--- src/fha_pkg.sv ---
package fha_pkg;

   // fixed port widths
   localparam int SIZE_W     = 16;
   localparam int ADDR_OUT_W = 12;
   localparam int USED_W     = 13;

   // internal arithmetic width, holds any offset or rounded size
   localparam int DATA_W = 18;

   localparam int MIN_BLOCK = 12;
   localparam int USED_MAX  = 8191;

   localparam logic REQ_ALLOC = 1'b0;
   localparam logic REQ_FREE  = 1'b1;

   typedef enum logic [3:0] {
      ST_CLEAR,
      ST_IDLE,
      ST_A_RD,
      ST_A_CHK,
      ST_A_SPLIT,
      ST_C_RD,
      ST_C_CHK,
      ST_F_RD,
      ST_F_CHK,
      ST_F_NX,
      ST_F_PRD,
      ST_F_PV,
      ST_F_WB,
      ST_RESP
   } state_type;

endpackage

--- src/fha_ctrl.sv ---
module fha_ctrl #(
   parameter int HEAP_BYTES   = 4096,
   parameter int ALIGN_BYTES  = 4,
   parameter int HEADER_BYTES = 12,
   parameter int GRAN         = 4,
   parameter int DEPTH        = 1024,
   parameter int IW           = 10
) (
   input  logic                             clock,
   input  logic                             reset,
   input  logic                             start,
   output logic                             busy,
   input  logic                             req_type,
   input  logic [fha_pkg::SIZE_W-1:0]       req_size,
   input  logic [fha_pkg::SIZE_W-1:0]       req_free_addr,
   output logic                             rsp_valid,
   output logic                             rsp_granted,
   output logic [fha_pkg::ADDR_OUT_W-1:0]   rsp_block_addr,
   output logic [fha_pkg::USED_W-1:0]       rsp_used_bytes,
   output logic                             meta_we,
   output logic [IW-1:0]                    meta_waddr,
   output logic [IW+1:0]                    meta_wdata,
   output logic [IW-1:0]                    meta_raddr,
   input  logic [IW+1:0]                    meta_rdata,
   output logic                             prev_we,
   output logic [IW-1:0]                    prev_waddr,
   output logic [IW-1:0]                    prev_wdata,
   output logic [IW-1:0]                    prev_raddr,
   input  logic [IW-1:0]                    prev_rdata
);

   localparam int DW       = fha_pkg::DATA_W;
   localparam int END_OFF  = HEAP_BYTES - HEADER_BYTES;
   localparam int TOTAL    = HEAP_BYTES - 2 * HEADER_BYTES;
   localparam int HDR_IDX  = HEADER_BYTES / GRAN;
   localparam logic [IW-1:0] END_IDX = IW'(END_OFF / GRAN);
   localparam logic [IW-1:0] LAST_IDX = IW'(DEPTH - 1);
   localparam logic [DW-1:0] HDR_D   = DW'(HEADER_BYTES);
   localparam logic [DW-1:0] GRAN_D  = DW'(GRAN);
   localparam logic [DW-1:0] MIN_D   = DW'(fha_pkg::MIN_BLOCK);
   localparam logic [DW-1:0] ALIGN_D = DW'(ALIGN_BYTES);
   localparam logic [DW-1:0] TOTAL_D = DW'(TOTAL);
   localparam logic [DW-1:0] ENDO_D  = DW'(END_OFF);
   localparam logic [DW-1:0] UMAX_D  = DW'(fha_pkg::USED_MAX);
   localparam logic [DW-1:0] SPLIT_D = DW'(HEADER_BYTES + fha_pkg::MIN_BLOCK);
   // reciprocal of the alignment, exact for any size below 2^17
   localparam int RCP_SH = 22;
   localparam int RCP_W  = 23;
   localparam logic [RCP_W-1:0] RCP = RCP_W'((2 ** RCP_SH + ALIGN_BYTES - 1) / ALIGN_BYTES);

   fha_pkg::state_type state_ff, state_in;

   logic [IW-1:0]                  clr_ff, clr_in;
   logic [IW-1:0]                  cur_ff, cur_in;
   logic [IW-1:0]                  nxt_ff, nxt_in;
   logic [IW-1:0]                  hn_ff, hn_in;
   logic [IW-1:0]                  prv_ff, prv_in;
   logic [IW-1:0]                  cw_ff, cw_in;
   logic [fha_pkg::USED_W-1:0]     used_ff, used_in;
   logic [DW-1:0]                  size_ff, size_in;
   logic [DW-1:0]                  fsize_ff, fsize_in;
   logic                           grant_ff, grant_in;
   logic [fha_pkg::ADDR_OUT_W-1:0] baddr_ff, baddr_in;
   logic                           merged_ff, merged_in;

   // read data fields
   logic          m_v, m_u;
   logic [IW-1:0] m_n;
   assign m_v = meta_rdata[IW+1];
   assign m_u = meta_rdata[IW];
   assign m_n = meta_rdata[IW-1:0];

   // request checks
   logic [DW-1:0] a_size, r_size, remain, u_d;
   logic [DW-1:0] a_up, a_q;
   logic [DW+RCP_W-1:0] a_prod;
   logic          a_ok;
   logic [DW-1:0] fa, fh;
   logic          f_ok;
   assign u_d    = DW'(used_ff);
   assign a_size = (DW'(req_size) < MIN_D) ? MIN_D : DW'(req_size);
   // round up to the alignment by reciprocal multiply
   assign a_up   = a_size + ALIGN_D - 1'b1;
   assign a_prod = (DW+RCP_W)'(a_up) * (DW+RCP_W)'(RCP);
   assign a_q    = a_prod[RCP_SH +: DW];
   assign r_size = a_q * ALIGN_D;
   assign remain = (u_d >= TOTAL_D) ? '0 : TOTAL_D - u_d;
   assign a_ok   = (req_size != '0) && (r_size <= remain);
   assign fa     = DW'(req_free_addr);
   assign fh     = fa - HDR_D;
   assign f_ok   = (fa != '0) && (fa < ENDO_D) && (fa >= HDR_D) && ((fh % GRAN_D) == '0);

   // block fit for the header under the walk
   logic [DW-1:0] c_off, n_off, blen, s_d, add_d;
   logic          fit, split;
   assign c_off = DW'(cur_ff) * GRAN_D;
   assign n_off = DW'(m_n) * GRAN_D;
   assign blen  = (n_off > c_off + HDR_D) ? n_off - c_off - HDR_D : '0;
   assign fit   = !m_u && (blen > size_ff);
   assign split = (blen - size_ff) > SPLIT_D;
   assign s_d   = DW'(cur_ff) + DW'(HDR_IDX) + size_ff / GRAN_D;
   assign add_d = u_d + size_ff + HDR_D;

   logic [IW-1:0] keep;
   assign keep = merged_ff ? prv_ff : cur_ff;

   // next state
   always_comb begin
      state_in = state_ff;
      unique case (state_ff)
         fha_pkg::ST_CLEAR:   if (clr_ff == LAST_IDX) state_in = fha_pkg::ST_IDLE;
         fha_pkg::ST_IDLE: begin
            if (start) begin
               if (req_type == fha_pkg::REQ_ALLOC) begin
                  state_in = a_ok ? fha_pkg::ST_A_RD : fha_pkg::ST_RESP;
               end else begin
                  state_in = f_ok ? fha_pkg::ST_F_RD : fha_pkg::ST_RESP;
               end
            end
         end
         fha_pkg::ST_A_RD: begin
            state_in = (cur_ff >= END_IDX) ? fha_pkg::ST_RESP : fha_pkg::ST_A_CHK;
         end
         fha_pkg::ST_A_CHK: begin
            if (!m_v) begin
               state_in = fha_pkg::ST_RESP;
            end else if (fit) begin
               if (split) state_in = fha_pkg::ST_A_SPLIT;
               else state_in = (cw_ff == cur_ff) ? fha_pkg::ST_C_RD : fha_pkg::ST_RESP;
            end else begin
               state_in = fha_pkg::ST_A_RD;
            end
         end
         fha_pkg::ST_A_SPLIT: begin
            state_in = (cw_ff == cur_ff) ? fha_pkg::ST_C_RD : fha_pkg::ST_RESP;
         end
         fha_pkg::ST_C_RD: begin
            state_in = (cw_ff >= END_IDX) ? fha_pkg::ST_RESP : fha_pkg::ST_C_CHK;
         end
         fha_pkg::ST_C_CHK:   state_in = m_u ? fha_pkg::ST_C_RD : fha_pkg::ST_RESP;
         fha_pkg::ST_F_RD:    state_in = fha_pkg::ST_F_CHK;
         fha_pkg::ST_F_CHK: begin
            if (!(m_v && m_u)) state_in = fha_pkg::ST_RESP;
            else state_in = (m_n < END_IDX) ? fha_pkg::ST_F_NX : fha_pkg::ST_F_PRD;
         end
         fha_pkg::ST_F_NX:    state_in = fha_pkg::ST_F_PRD;
         fha_pkg::ST_F_PRD: begin
            state_in = (cur_ff == '0) ? fha_pkg::ST_F_WB : fha_pkg::ST_F_PV;
         end
         fha_pkg::ST_F_PV:    state_in = fha_pkg::ST_F_WB;
         fha_pkg::ST_F_WB:    state_in = fha_pkg::ST_RESP;
         fha_pkg::ST_RESP:    state_in = fha_pkg::ST_IDLE;
         default:             state_in = fha_pkg::ST_IDLE;
      endcase
   end

   // datapath and memory ports
   always_comb begin
      clr_in     = clr_ff;
      cur_in     = cur_ff;
      nxt_in     = nxt_ff;
      hn_in      = hn_ff;
      prv_in     = prv_ff;
      cw_in      = cw_ff;
      used_in    = used_ff;
      size_in    = size_ff;
      fsize_in   = fsize_ff;
      grant_in   = grant_ff;
      baddr_in   = baddr_ff;
      merged_in  = merged_ff;
      meta_we    = 1'b0;
      meta_waddr = cur_ff;
      meta_wdata = '0;
      meta_raddr = cur_ff;
      prev_we    = 1'b0;
      prev_waddr = cur_ff;
      prev_wdata = '0;
      prev_raddr = cur_ff;
      unique case (state_ff)
         fha_pkg::ST_CLEAR: begin
            // begin guard free up to end guard, end guard used
            meta_we    = 1'b1;
            meta_waddr = clr_ff;
            prev_we    = 1'b1;
            prev_waddr = clr_ff;
            if (clr_ff == '0) begin
               meta_wdata = {1'b1, 1'b0, END_IDX};
               prev_wdata = END_IDX;
            end else if (clr_ff == END_IDX) begin
               meta_wdata = {1'b1, 1'b1, {IW{1'b0}}};
            end
            clr_in = clr_ff + 1'b1;
         end
         fha_pkg::ST_IDLE: begin
            if (start) begin
               grant_in  = 1'b0;
               baddr_in  = '0;
               merged_in = 1'b0;
               size_in   = r_size;
               cur_in    = (req_type == fha_pkg::REQ_ALLOC) ? cw_ff : IW'(fh / GRAN_D);
            end
         end
         fha_pkg::ST_A_RD: meta_raddr = cur_ff;
         fha_pkg::ST_A_CHK: begin
            if (m_v && fit) begin
               grant_in = 1'b1;
               baddr_in = fha_pkg::ADDR_OUT_W'(c_off + HDR_D);
               used_in  = (add_d > UMAX_D) ? fha_pkg::USED_W'(UMAX_D)
                                           : fha_pkg::USED_W'(add_d);
               nxt_in   = m_n;
               hn_in    = IW'(s_d);
               meta_we  = 1'b1;
               if (split) begin
                  meta_waddr = IW'(s_d);
                  meta_wdata = {1'b1, 1'b0, m_n};
                  prev_we    = 1'b1;
                  prev_waddr = IW'(s_d);
                  prev_wdata = cur_ff;
               end else begin
                  meta_waddr = cur_ff;
                  meta_wdata = {1'b1, 1'b1, m_n};
               end
            end else if (m_v) begin
               cur_in = m_n;
            end
         end
         fha_pkg::ST_A_SPLIT: begin
            meta_we    = 1'b1;
            meta_waddr = cur_ff;
            meta_wdata = {1'b1, 1'b1, hn_ff};
            prev_we    = 1'b1;
            prev_waddr = nxt_ff;
            prev_wdata = hn_ff;
         end
         fha_pkg::ST_C_RD:  meta_raddr = cw_ff;
         fha_pkg::ST_C_CHK: if (m_u) cw_in = m_n;
         fha_pkg::ST_F_RD: begin
            meta_raddr = cur_ff;
            prev_raddr = cur_ff;
         end
         fha_pkg::ST_F_CHK: begin
            if (m_v && m_u) begin
               grant_in   = 1'b1;
               nxt_in     = m_n;
               hn_in      = m_n;
               prv_in     = prev_rdata;
               fsize_in   = (n_off > c_off) ? n_off - c_off : '0;
               meta_raddr = m_n;
            end
         end
         fha_pkg::ST_F_NX: begin
            if (m_v && !m_u) begin
               meta_we    = 1'b1;
               meta_waddr = nxt_ff;
               meta_wdata = '0;
               hn_in      = m_n;
               prev_we    = 1'b1;
               prev_waddr = m_n;
               prev_wdata = cur_ff;
            end
         end
         fha_pkg::ST_F_PRD: meta_raddr = prv_ff;
         fha_pkg::ST_F_PV: begin
            if (m_v && !m_u) begin
               merged_in  = 1'b1;
               meta_we    = 1'b1;
               meta_waddr = prv_ff;
               meta_wdata = {1'b1, 1'b0, hn_ff};
               prev_we    = 1'b1;
               prev_waddr = hn_ff;
               prev_wdata = prv_ff;
            end
         end
         fha_pkg::ST_F_WB: begin
            meta_we    = 1'b1;
            meta_waddr = cur_ff;
            meta_wdata = {!merged_ff, 1'b0, hn_ff};
            if (keep < cw_ff) cw_in = keep;
            used_in = (u_d > fsize_ff) ? fha_pkg::USED_W'(u_d - fsize_ff) : '0;
         end
         fha_pkg::ST_RESP: begin
         end
         default: begin
         end
      endcase
   end

   always_ff @(posedge clock) begin
      if (reset) begin
         state_ff <= fha_pkg::ST_CLEAR;
         clr_ff   <= '0;
         cw_ff    <= '0;
         used_ff  <= '0;
      end else begin
         state_ff <= state_in;
         clr_ff   <= clr_in;
         cw_ff    <= cw_in;
         used_ff  <= used_in;
      end
   end

   always_ff @(posedge clock) begin
      cur_ff    <= cur_in;
      nxt_ff    <= nxt_in;
      hn_ff     <= hn_in;
      prv_ff    <= prv_in;
      size_ff   <= size_in;
      fsize_ff  <= fsize_in;
      grant_ff  <= grant_in;
      baddr_ff  <= baddr_in;
      merged_ff <= merged_in;
   end

   assign busy           = (state_ff != fha_pkg::ST_IDLE);
   assign rsp_valid      = (state_ff == fha_pkg::ST_RESP);
   assign rsp_granted    = grant_ff;
   assign rsp_block_addr = baddr_ff;
   assign rsp_used_bytes = used_ff;

`ifndef SYNTHESIS
   a_cursor_range: assert property (@(posedge clock) disable iff (reset)
      (state_ff != fha_pkg::ST_CLEAR) |-> (cw_ff <= END_IDX))
      else $error("free cursor beyond end guard");
   a_refused_addr: assert property (@(posedge clock) disable iff (reset)
      (rsp_valid && !rsp_granted) |-> (rsp_block_addr == '0))
      else $error("refused beat carries an address");
   a_free_no_growth: assert property (@(posedge clock) disable iff (reset)
      (state_ff == fha_pkg::ST_F_WB) |=> (used_ff <= $past(used_ff)))
      else $error("used count grew on free");
   a_accept_busy: assert property (@(posedge clock) disable iff (reset)
      (start && !busy) |=> busy)
      else $error("accepted beat did not raise busy");
`endif

endmodule

--- config.mk ---
export PLATFORM = sky130hd
export DESIGN_NAME = fha_ctrl
export DESIGN_NICKNAME = d
export VERILOG_FILES = /design/src/fha_pkg.sv /design/src/fha_ctrl.sv
export SDC_FILE = /design/constraint.sdc
export NUM_CORES = 1
export LEC_CHECK = 0
export BUFFER_PORTS_ARGS = -buffer_cell sky130_fd_sc_hd__buf_2
export CORE_ASPECT_RATIO = 1.5
export CORE_MARGIN = 2
export CORE_UTILIZATION = 45
export DETAILED_ROUTE_END_ITERATION = 8
export GPL_ROUTABILITY_DRIVEN = 0
export SETUP_SLACK_MARGIN = 0.5
export SYNTH_ARGS = -nofsm -noshare
export SYNTH_HDL_FRONTEND = slang
export SYNTH_SLANG_ARGS = --single-unit
--- constraint.sdc ---
create_clock -name clock -period 6.53 [get_ports clock]
set_input_delay 0.653 -clock clock [delete_from_list [all_inputs] [get_ports clock]]
set_output_delay 0.653 -clock clock [all_outputs]
set_load 0.01 [all_outputs]
==> impl_metrics.env, run 1 <==
export IMPL_status="complete, no violations"
export IMPL_power_switching_mw=0.6497
export IMPL_crit_required_ns=5.88
export IMPL_async_reset_ff_frac=0
export IMPL_postSynthCellCount=1434
export IMPL_p_int_mw=1.527
export IMPL_portBuffers=147
export IMPL_drv_cap=0
export IMPL_fmaxAchievable_mhz=153.5
export IMPL_fin_ws_ns=0.01335
export IMPL_power_total_mw=2.176
export IMPL_cts_max_path_buffers=2
export IMPL_finClkSkew_ns=0.01535
export IMPL_post_route_util=0.5867
export IMPL_clock_sinks=114
export IMPL_wirelength_um=49310
export IMPL_antenna_found_initial=0
export IMPL_critPathMaxFanout=6
export IMPL_yosys_top_cells_count="nand2_1 (177), ha_1 (121), nor2_1 (115)"
export IMPL_p_seq_frac=0.356
export IMPL_syn2layout_area_growth_pct=29.15
export IMPL_switching_share=0.2985
export IMPL_grt_pass1_wl_um=71840
export IMPL_relSlewSlack=0.2254
export IMPL_overflow=0
export IMPL_cp_num_buf_inv=8
export IMPL_period_share=0.9980
export IMPL_yosys_warnings=0
export IMPL_netlist_area_mm2=0.01166
export IMPL_die_w_um=135.5
export IMPL_crit_top_cell="buf_4"
export IMPL_hold_viol=0
export IMPL_crit_type="reg2out"
export IMPL_worstSkewPairLatency_ns=0.45
export IMPL_end_kind="output port"
export IMPL_leakage_nw=6.549
export IMPL_cts_tree="built"
export IMPL_finalNonFillerCells=2013
export IMPL_dpl_worst_slack_ns=-0.004968
export IMPL_crit_family="compound AO/OA/AOI/OAI gates"
export IMPL_postCtsHoldBufs=0
export IMPL_ys_ff_latch=114
export IMPL_yosysTopAreaCell="edfxtp_1"
export IMPL_yosysTopAreaCellShare=0.2008
export IMPL_synth_avg_cell_area_um2=8.134
export IMPL_std_cell_rows=72
export IMPL_coreArea_mm2=0.02567
export IMPL_dp_cells=1920
export IMPL_initial_core_util=0.4543
export IMPL_drc_errors=0
export IMPL_grt_max_degree=35
export IMPL_synth_ff_type="edfxtp_1"
export IMPL_fp_dieH_um=201.2
export IMPL_timing_final_max_slew_violations=0
export IMPL_htree_levels=4
export IMPL_n_fill_cell=2350
export IMPL_slowest_delay_ns=0.38
export IMPL_power_frac_comb=0.209
export IMPL_synth_edff_count=78
export IMPL_rsz0062_at_grt="yes"
export IMPL_worst_pin_slew_ns=1.158
export IMPL_synth_most_common_cell="nand2_1"
export IMPL_dr_pass1_iters=7
export IMPL_cpMaxStageDelayCell="fa_2"
export IMPL_clock_root_buffer="clkbuf_16"
export IMPL_finalSetupViolCount=0
export IMPL_dieArea_mm2=0.02725
export IMPL_seq_area_frac_synth=0.2626
export IMPL_io_pins=150
export IMPL_synthDistinctLibCells=90
export IMPL_holdWs_ns=0.3770
export IMPL_avgViaCountPerCell=6.340
export IMPL_first_global_vias=12300
export IMPL_vias=12760
export IMPL_hpwlAfterDp_um=36600
export IMPL_final_nets=1850
export IMPL_cp_data_arrival_time_ns=5.86
export IMPL_clkTransAtPathRegs_ns=0.06
export IMPL_numCtsBuffers=17
export IMPL_drive_above_1_share=0.2710
export IMPL_drtAntennaViolNets=0
export IMPL_clockPowerShare=0.435
export IMPL_cp_start_kind="register"
export IMPL_hold_class="in2reg"
export IMPL_ir_drop_uv=197.8
export IMPL_synth_area_leaders="edfxtp_1 (20%), ha_1 (13%), dfxtp_1 (6.2%)"
export IMPL_drtIter0Drc=1245
export IMPL_post_route_min_period_ns=6.517
export IMPL_grt_usage=0.3549
export IMPL_wl_per_cell_um=24.50
export IMPL_power_density_mw_per_mm2=144.5
metrics by stage:
step                  TNS, ns  area [µm²]
finish                      0       15060
global route          -0.9260       15060
CTS                         0       14440
detailed placement  -0.004968       13070
global placement            0       13070
floorplan                   0       11680
final timing paths:
kind | startpoint | end | slack, ns | cells past startpoint
worst max register to register | prev_raddr[1] | rsp_used_bytes[12] | 0.90 | 31
worst max-delay path | prev_raddr[1] | meta_waddr[8] | 0.01 | 28
worst min-delay path | prev_rdata[9] | prv_ff[9] | 0.38 | 1
worst min register to register | rsp_used_bytes[2] | rsp_used_bytes[2] | 0.52 | 2
power by group through the flow:
stage	Sequential (mW)	Clock [mW]	Combinational, mW
after floorplan	0.788	0	0.217
after global placement	0.790	0	0.355
after detailed placement	0.790	0	0.358
after CTS	0.775	0.951	0.406
after global routing	0.775	0.978	0.483
final	0.775	0.946	0.456
layout make-up:
cell class / instances / area [µm²] / share of cell area
well taps: 333 / 416.7 / 0.02766
multi-input cells: 1162 / 8798 / 0.5841
inverters: 95 / 365.4 / 0.02425
flip-flops and latches: 114 / 3063 / 0.2033
diodes: 1 / 2.502 / 0.0001661
clock buffers: 17 / 425.4 / 0.02824
repair buffers: 276 / 1834 / 0.1218
clock inverters: 15 / 157.7 / 0.01047
worst reg2reg max path: cells and delay by family, from the launching register on:
kind	cells	cell delay, ns
AO/OA/AOI/OAI	11	1.87
XOR/XNOR	1	0.19
adder cells (fa/ha/maj)	3	0.81
buffers and inverters	12	1.57
flip-flops	1	0.37
AND/OR/NAND/NOR	4	0.72
cells by family (layout without fill, tap and decap cells):
logic type                 count (synthesis)  after routing  share of synthesized area
AOI/OAI and AO/OA                        400            400                     0.2384
xor gates and xnor gates                  94             94                    0.07123
adders and majority gates                126            126                     0.1384
buffers and inverters                    162            403                    0.05492
DFF                                      114            114                     0.2626
muxes                                     30             30                    0.02596
other                                      2              7                  0.0006439
and+or+nand+nor                          506            506                     0.2079
per-layer routing:
layer / GRT usage / vias to the layer above / part of all wire
li1: - / 5729 / -
met1: 0.3628 / 5937 / 0.32
met2: 0.6037 / 806 / 0.49
met3: 0.07433 / 290 / 0.083
met4: 0.3118 / 0 / 0.10
met5: 0 / - / 0
layout by cell type (no fill, tap or decap), types with 15 or more instances in the layout:
cell type / n
nand2_1: 166
buf_2: 142
buf_4: 105
ha_1: 104
nor2_1: 102
inv_1: 85
o21ai_0: 83
edfxtp_1: 78
a21oi_1: 74
xnor2_1: 49
nand3_1: 40
xor2_1: 39
dfxtp_1: 36
a21o_1: 29
buf_6: 28
mux2i_1: 26
nand4_1: 24
nor2b_1: 22
nor3_1: 22
o21a_1: 21
a221o_1: 21
a22oi_1: 18
clkbuf_16: 17
o211ai_1: 15
flip-flops by register name, summed over array words and instances (netlist names):
| register | count |
|---|---|
| nxt_ff | 10 |
| cw_ff | 10 |
| state_ff | 4 |
| hn_ff | 10 |
| prev_raddr | 10 |
| rsp_block_addr | 10 |
| clr_ff | 10 |
| merged_ff | 1 |
| fsize_ff | 11 |
| rsp_granted | 1 |
| prv_ff | 10 |
| size_ff | 15 |
| rsp_used_bytes | 12 |
timing repair:
action                                  CTS  global route
pin swaps                                56            59
setup buffers                            37            21
endpoints found under the setup margin   44            44
resized for setup                       112            89
gates cloned                              0             2
No activity file was read; power rests on OpenSTA's default activity.
==> run 2: changes to the inputs <==
--- a/config.mk
+++ b/config.mk
@@ -11,7 +11,9 @@
 export CORE_UTILIZATION = 45
 export DETAILED_ROUTE_END_ITERATION = 8
 export GPL_ROUTABILITY_DRIVEN = 0
+export RECOVER_POWER = 25
 export SETUP_SLACK_MARGIN = 0.5
+export SLEW_MARGIN = 30
 export SYNTH_ARGS = -nofsm -noshare
 export SYNTH_HDL_FRONTEND = slang
 export SYNTH_SLANG_ARGS = --single-unit
==> impl_metrics.env, run 2 (same netlist as run 1, synthesis figures left out) <==
export IMPL_wirelength_um=48580
export IMPL_worstSkewPairLatency_ns=0.45
export IMPL_placed_area_mm2=0.01308
export IMPL_timing_final_max_slew_violations=0
export IMPL_relSlewSlack=0.3039
export IMPL_status="finished with violations"
export IMPL_cp_start_kind="register"
export IMPL_finalSetupViolCount=21
export IMPL_fp_dieH_um=201.2
export IMPL_n_fill_cell=2358
export IMPL_clock_root_buffer="clkbuf_16"
export IMPL_ir_drop_uv=197.7
export IMPL_drive_above_1_share=0.2637
export IMPL_post_route_util=0.5785
export IMPL_final_nets=1847
export IMPL_critPathMaxFanout=7
export IMPL_postCtsHoldBufs=0
export IMPL_wl_per_cell_um=24.18
export IMPL_initial_core_util=0.4543
export IMPL_cp_startpoint="prev_raddr[2]"
export IMPL_stdcell_area_mm2=0.01485
export IMPL_std_cell_rows=72
export IMPL_grt_pass1_wl_um=71770
export IMPL_clockPowerShare=0.437
export IMPL_die_w_um=135.5
export IMPL_final_cell_mix="nand2_1 (167), buf_2 (139), buf_4 (107)"
export IMPL_n_antenna_cell=0
export IMPL_worst_pin_slew_ns=1.035
export IMPL_power_density_mw_per_mm2=145.5
export IMPL_dieArea_mm2=0.02725
export IMPL_violations="setup timing"
export IMPL_power_frac_comb=0.205
export IMPL_layout_commonest_cell="nand2_1"
export IMPL_power_total_mw=2.161
export IMPL_hpwlAfterDp_um=36600
export IMPL_crit_type="reg2out"
export IMPL_end_kind="output port"
export IMPL_fin_ws_ns=-0.1271
export IMPL_clock_sinks=114
export IMPL_power_switching_mw=0.6413
export IMPL_overflow=0
export IMPL_regMostFlops="size_ff"
export IMPL_cts_max_path_buffers=2
export IMPL_r2r_end="rsp_used_bytes[10]"
export IMPL_cts_tree="built"
export IMPL_reg2reg_from="prev_raddr[2]"
export IMPL_hold_class="in2reg"
export IMPL_dr_pass1_iters=6
export IMPL_post_route_min_period_ns=6.657
export IMPL_hp_start="prev_rdata[9]"
export IMPL_p_seq_frac=0.358
export IMPL_cp_data_arrival_time_ns=6.00
export IMPL_antenna_found_initial=0
export IMPL_finClkSkew_ns=0.01110
export IMPL_drtIter0Drc=1104
export IMPL_crit_required_ns=5.88
export IMPL_p_int_mw=1.520
export IMPL_avgViaCountPerCell=6.270
export IMPL_vias=12600
export IMPL_numCtsBuffers=17
export IMPL_leakage_nw=6.501
export IMPL_ff2ff_path_depth=31
export IMPL_fmaxAchievable_mhz=150.2
export IMPL_largest_reg_flops=15
export IMPL_min_to="prv_ff[9]"
export IMPL_drtAntennaViolNets=0
export IMPL_grt_usage=0.3542
export IMPL_holdPathStages=1
export IMPL_rsz0062_at_grt="yes"
export IMPL_grt_max_degree=35
export IMPL_period_share=1.019
export IMPL_drc_errors=0
export IMPL_first_global_vias=12140
export IMPL_syn2layout_area_growth_pct=27.33
export IMPL_reg2reg_slack_ns=0.89
export IMPL_io_pins=150
export IMPL_htree_levels=4
export IMPL_clkTransAtPathRegs_ns=0.06
export IMPL_portBuffers=147
export IMPL_hold_viol=0
export IMPL_drv_cap=0
export IMPL_switching_share=0.2967
export IMPL_coreArea_mm2=0.02567
==> run 2: what timing repair did <==
action | in CTS | in global routing
setup endpoints to repair | 44 | 44
cloned | 0 | 1
pin swaps | 43 | 54
gates resized for setup | 108 | 70
setup buffers | 35 | 21
==> run 2: per-stage QoR <==
step                hold slack (ns)  TNS (ns)  std cells  setup slack (ns)
floorplan                    0.5073         0       1438            0.5028
global placement             0.5193         0       1920           0.05068
detailed placement           0.5271  -0.03529       1920          -0.01869
CTS                          0.3627         0       1987            0.2554
global route                 0.3662    -2.558       2009           -0.2129
finish                       0.3766   -0.7303       2009           -0.1271
==> run 2: layer usage <==
layer,part of all wire,vias up,GRT usage
met1,0.34,5964,0.3715
met2,0.50,676,0.6122
met5,0,-,0
met3,0.071,232,0.06248
met4,0.096,0,0.2861
li1,-,5725,-
==> run 2: power groups by stage <==
stage          Sequential [mW]  Combinational [mW]  Clock [mW]
4_1_cts                  0.775               0.400       0.950
2_1_floorplan            0.788               0.217           0
5_1_grt                  0.775               0.472       0.979
6_report                 0.775               0.443       0.944
3_3_place_gp             0.790               0.355           0
3_5_place_dp             0.790               0.358           0
==> run 2: critical path, stage by stage, from the launching register on <==
cell	delay, ns
edfxtp_1	0.43
buf_6	0.13
nand3_4	0.06
a21o_1	0.20
nor3_2	0.23
xnor2_1	0.13
ha_1	0.36
buf_4	0.16
a22oi_2	0.15
o2111ai_2	0.14
o211ai_1	0.13
buf_4	0.19
buf_4	0.12
buf_4	0.16
nor2_1	0.07
ha_1	0.36
o21a_1	0.20
o32ai_2	0.09
or3_4	0.38
a2111oi_4	0.39
o2111ai_2	0.22
nor2_4	0.20
a31oi_4	0.16
a221o_1	0.37
a31oi_2	0.18
buf_4	0.17
nand2_2	0.06
buf_6	0.14
==> run 2: how the worst max path moves through the flow <==
| stage | cells after the start | to | slack (ns) |
|---|---|---|---|
| after floorplan | 26 | meta_waddr[8] | 0.50 |
| after global placement | 27 | prev_waddr[6] | 0.05 |
| after detailed placement | 27 | prev_waddr[6] | -0.02 |
| after CTS | 27 | meta_waddr[8] | 0.26 |
| after global routing | 28 | prev_waddr[8] | -0.21 |
| final | 27 | meta_waddr[8] | -0.13 |
==> run 2: layout make-up <==
type	count	area, µm²	area share
Sequential cell	114	3063	0.2062
Tap cell	333	416.7	0.02805
Multi-Input combinational cell	1162	8621	0.5805
Inverter	95	370.4	0.02494
Clock buffer	17	425.4	0.02864
Timing Repair Buffer	273	1799	0.1211
Clock inverter	15	156.4	0.01053
==> run 3: changes to the inputs <==
--- a/config.mk
+++ b/config.mk
@@ -8,7 +8,7 @@
 export BUFFER_PORTS_ARGS = -buffer_cell sky130_fd_sc_hd__buf_2
 export CORE_ASPECT_RATIO = 1.5
 export CORE_MARGIN = 2
-export CORE_UTILIZATION = 45
+export CORE_UTILIZATION = 35
 export DETAILED_ROUTE_END_ITERATION = 8
 export GPL_ROUTABILITY_DRIVEN = 0
 export RECOVER_POWER = 25
==> impl_metrics.env, run 3 (same netlist as run 1, synthesis figures left out) <==
export IMPL_status="finished with violations"
export IMPL_violations="setup timing"
export IMPL_hpwlAfterDp_um=38520
export IMPL_finalSetupViolCount=5
export IMPL_regMostFlops="size_ff"
export IMPL_period_share=1.012
export IMPL_p_seq_frac=0.354
export IMPL_die_w_um=153.1
export IMPL_first_global_vias=12630
export IMPL_initial_core_util=0.3563
export IMPL_grt_pass1_wl_um=74840
export IMPL_drc_errors=0
export IMPL_clockPowerShare=0.434
export IMPL_multi_input_area_mm2=0.008813
export IMPL_post_route_util=0.4684
export IMPL_overflow=0
export IMPL_drive_above_1_share=0.2629
export IMPL_avgViaCountPerCell=6.062
export IMPL_cts_max_path_buffers=2
export IMPL_fp_dieH_um=227.6
export IMPL_coreArea_mm2=0.03274
export IMPL_clock_sinks=114
export IMPL_power_switching_mw=0.6898
export IMPL_vias=12870
export IMPL_wl_per_cell_um=24.23
export IMPL_worst_pin_slew_ns=1.039
export IMPL_crit_top_cell="buf_6"
export IMPL_layout_commonest_cell="nand2_1"
export IMPL_ir_drop_uv=194.9
export IMPL_cp_data_arrival_time_ns=5.95
export IMPL_numCtsBuffers=17
export IMPL_dr_pass1_iters=8
export IMPL_power_frac_comb=0.212
export IMPL_hold_class="in2reg"
export IMPL_n_antenna_cell=0
export IMPL_cp_start_kind="register"
export IMPL_portBuffers=147
export IMPL_leakage_nw=6.587
export IMPL_fin_ws_ns=-0.07613
export IMPL_crit_type="reg2out"
export IMPL_final_cell_mix="nand2_1 (170), buf_4 (120), buf_2 (117)"
export IMPL_slowest_delay_ns=0.42
export IMPL_cpMaxStageDelayCell="or3_4"
export IMPL_syn2layout_area_growth_pct=31.46
export IMPL_clkTransAtPathRegs_ns=0.06
export IMPL_worstSkewPairLatency_ns=0.46
export IMPL_seq_area_mm2=0.003063
export IMPL_hold_viol=0
export IMPL_io_pins=150
export IMPL_n_fill_cell=3149
export IMPL_clock_root_buffer="clkbuf_16"
export IMPL_drtIter0Drc=1102
export IMPL_end_kind="output port"
export IMPL_post_route_min_period_ns=6.606
export IMPL_rsz0062_at_grt="yes"
export IMPL_fmaxAchievable_mhz=151.4
export IMPL_holdWs_ns=0.3702
export IMPL_finClkSkew_ns=0.01367
export IMPL_timing_final_max_slew_violations=0
export IMPL_power_density_mw_per_mm2=142.8
export IMPL_drv_cap=0
export IMPL_power_total_mw=2.189
export IMPL_std_cell_rows=81
export IMPL_relSlewSlack=0.3075
export IMPL_grt_max_degree=35
export IMPL_critPathMaxFanout=5
export IMPL_htree_levels=4
export IMPL_cts_tree="built"
export IMPL_grt_usage=0.2841
export IMPL_drtAntennaViolNets=0
export IMPL_dieArea_mm2=0.03483
export IMPL_wirelength_um=51430
export IMPL_switching_share=0.3151
export IMPL_p_int_mw=1.500
export IMPL_antenna_found_initial=0
export IMPL_final_nets=1879
export IMPL_largest_reg_flops=15
export IMPL_crit_required_ns=5.88
run 3: changes by cell type in the layout (fill, tap and decap cells not counted), sizes merged:
| cell | before | now |
|---|---|---|
| buf | 272 | 270 |
| bufinv | 2 | 1 |
| clkbuf | 18 | 52 |
| clkinv | 7 | 4 |
| clkinvlp | 5 | 4 |
| inv | 96 | 101 |
run 3: through the flow:
step	instance area, µm²	setup WS (ns)	instances	TNS [ns]
2_1_floorplan	11680	0.5028	1438	0
3_5_place_dp	13310	0.04549	2020	0
4_1_cts	14640	0.1207	2089	0
3_3_place_gp	13310	0.1038	2020	0
5_1_grt	15330	-0.3493	2123	-6.307
6_report	15330	-0.07613	2123	-0.2292
run 3: critical path: cells and delay by family, from the launching register on:
family	cells	cell delay [ns]
muxes	1	0.09
DFF	1	0.40
AOI/OAI and AO/OA	5	0.74
buffers and inverters	8	1.15
and+or+nand+nor	9	1.93
xor gates and xnor gates	2	0.34
adders and majority gates	3	0.85
run 3: final cells by class:
cell class	count	area share
Clock buffer	17	0.02774
Clock inverter	15	0.009710
Inverter	95	0.02358
Multi-Input combinational cell	1162	0.5748
Sequential cell	114	0.1998
Tap cell	415	0.03386
Timing Repair Buffer	305	0.1306
run 3: worst paths after layout:
| path | from | endpoint | slack, ns | cells after the start |
|---|---|---|---|---|
| worst max-delay path | prev_raddr[0] | prev_waddr[9] | -0.08 | 28 |
| worst min-delay path | prev_rdata[2] | prv_ff[2] | 0.37 | 1 |
| worst max register to register | prev_raddr[0] | state_ff[3] | 1.00 | 28 |
| worst min register to register | rsp_used_bytes[2] | rsp_used_bytes[2] | 0.52 | 2 |
run 3: timing repair:
action,4_1_cts,5_1_grt
resized for setup,106,96
pin swaps,49,70
setup endpoints to repair,44,44
hold buffers,0,0
setup buffers,37,32
cloned,0,2
run 3: layer usage:
layer / track usage / part of all wire / wire length, µm
met2: 0.5001 / 0.48 / 24780
met3: 0.05806 / 0.077 / 3954
met5: 0 / 0 / 0
met1: 0.2845 / 0.33 / 17120
met4: 0.2500 / 0.11 / 5575
run 3: power by group through the flow:
stage / Sequential [mW] / Combinational, mW / Clock [mW]
finish: 0.774 / 0.464 / 0.951
global route: 0.774 / 0.496 / 0.977
CTS: 0.774 / 0.405 / 0.954
detailed placement: 0.790 / 0.372 / 0
global placement: 0.790 / 0.370 / 0
floorplan: 0.788 / 0.217 / 0
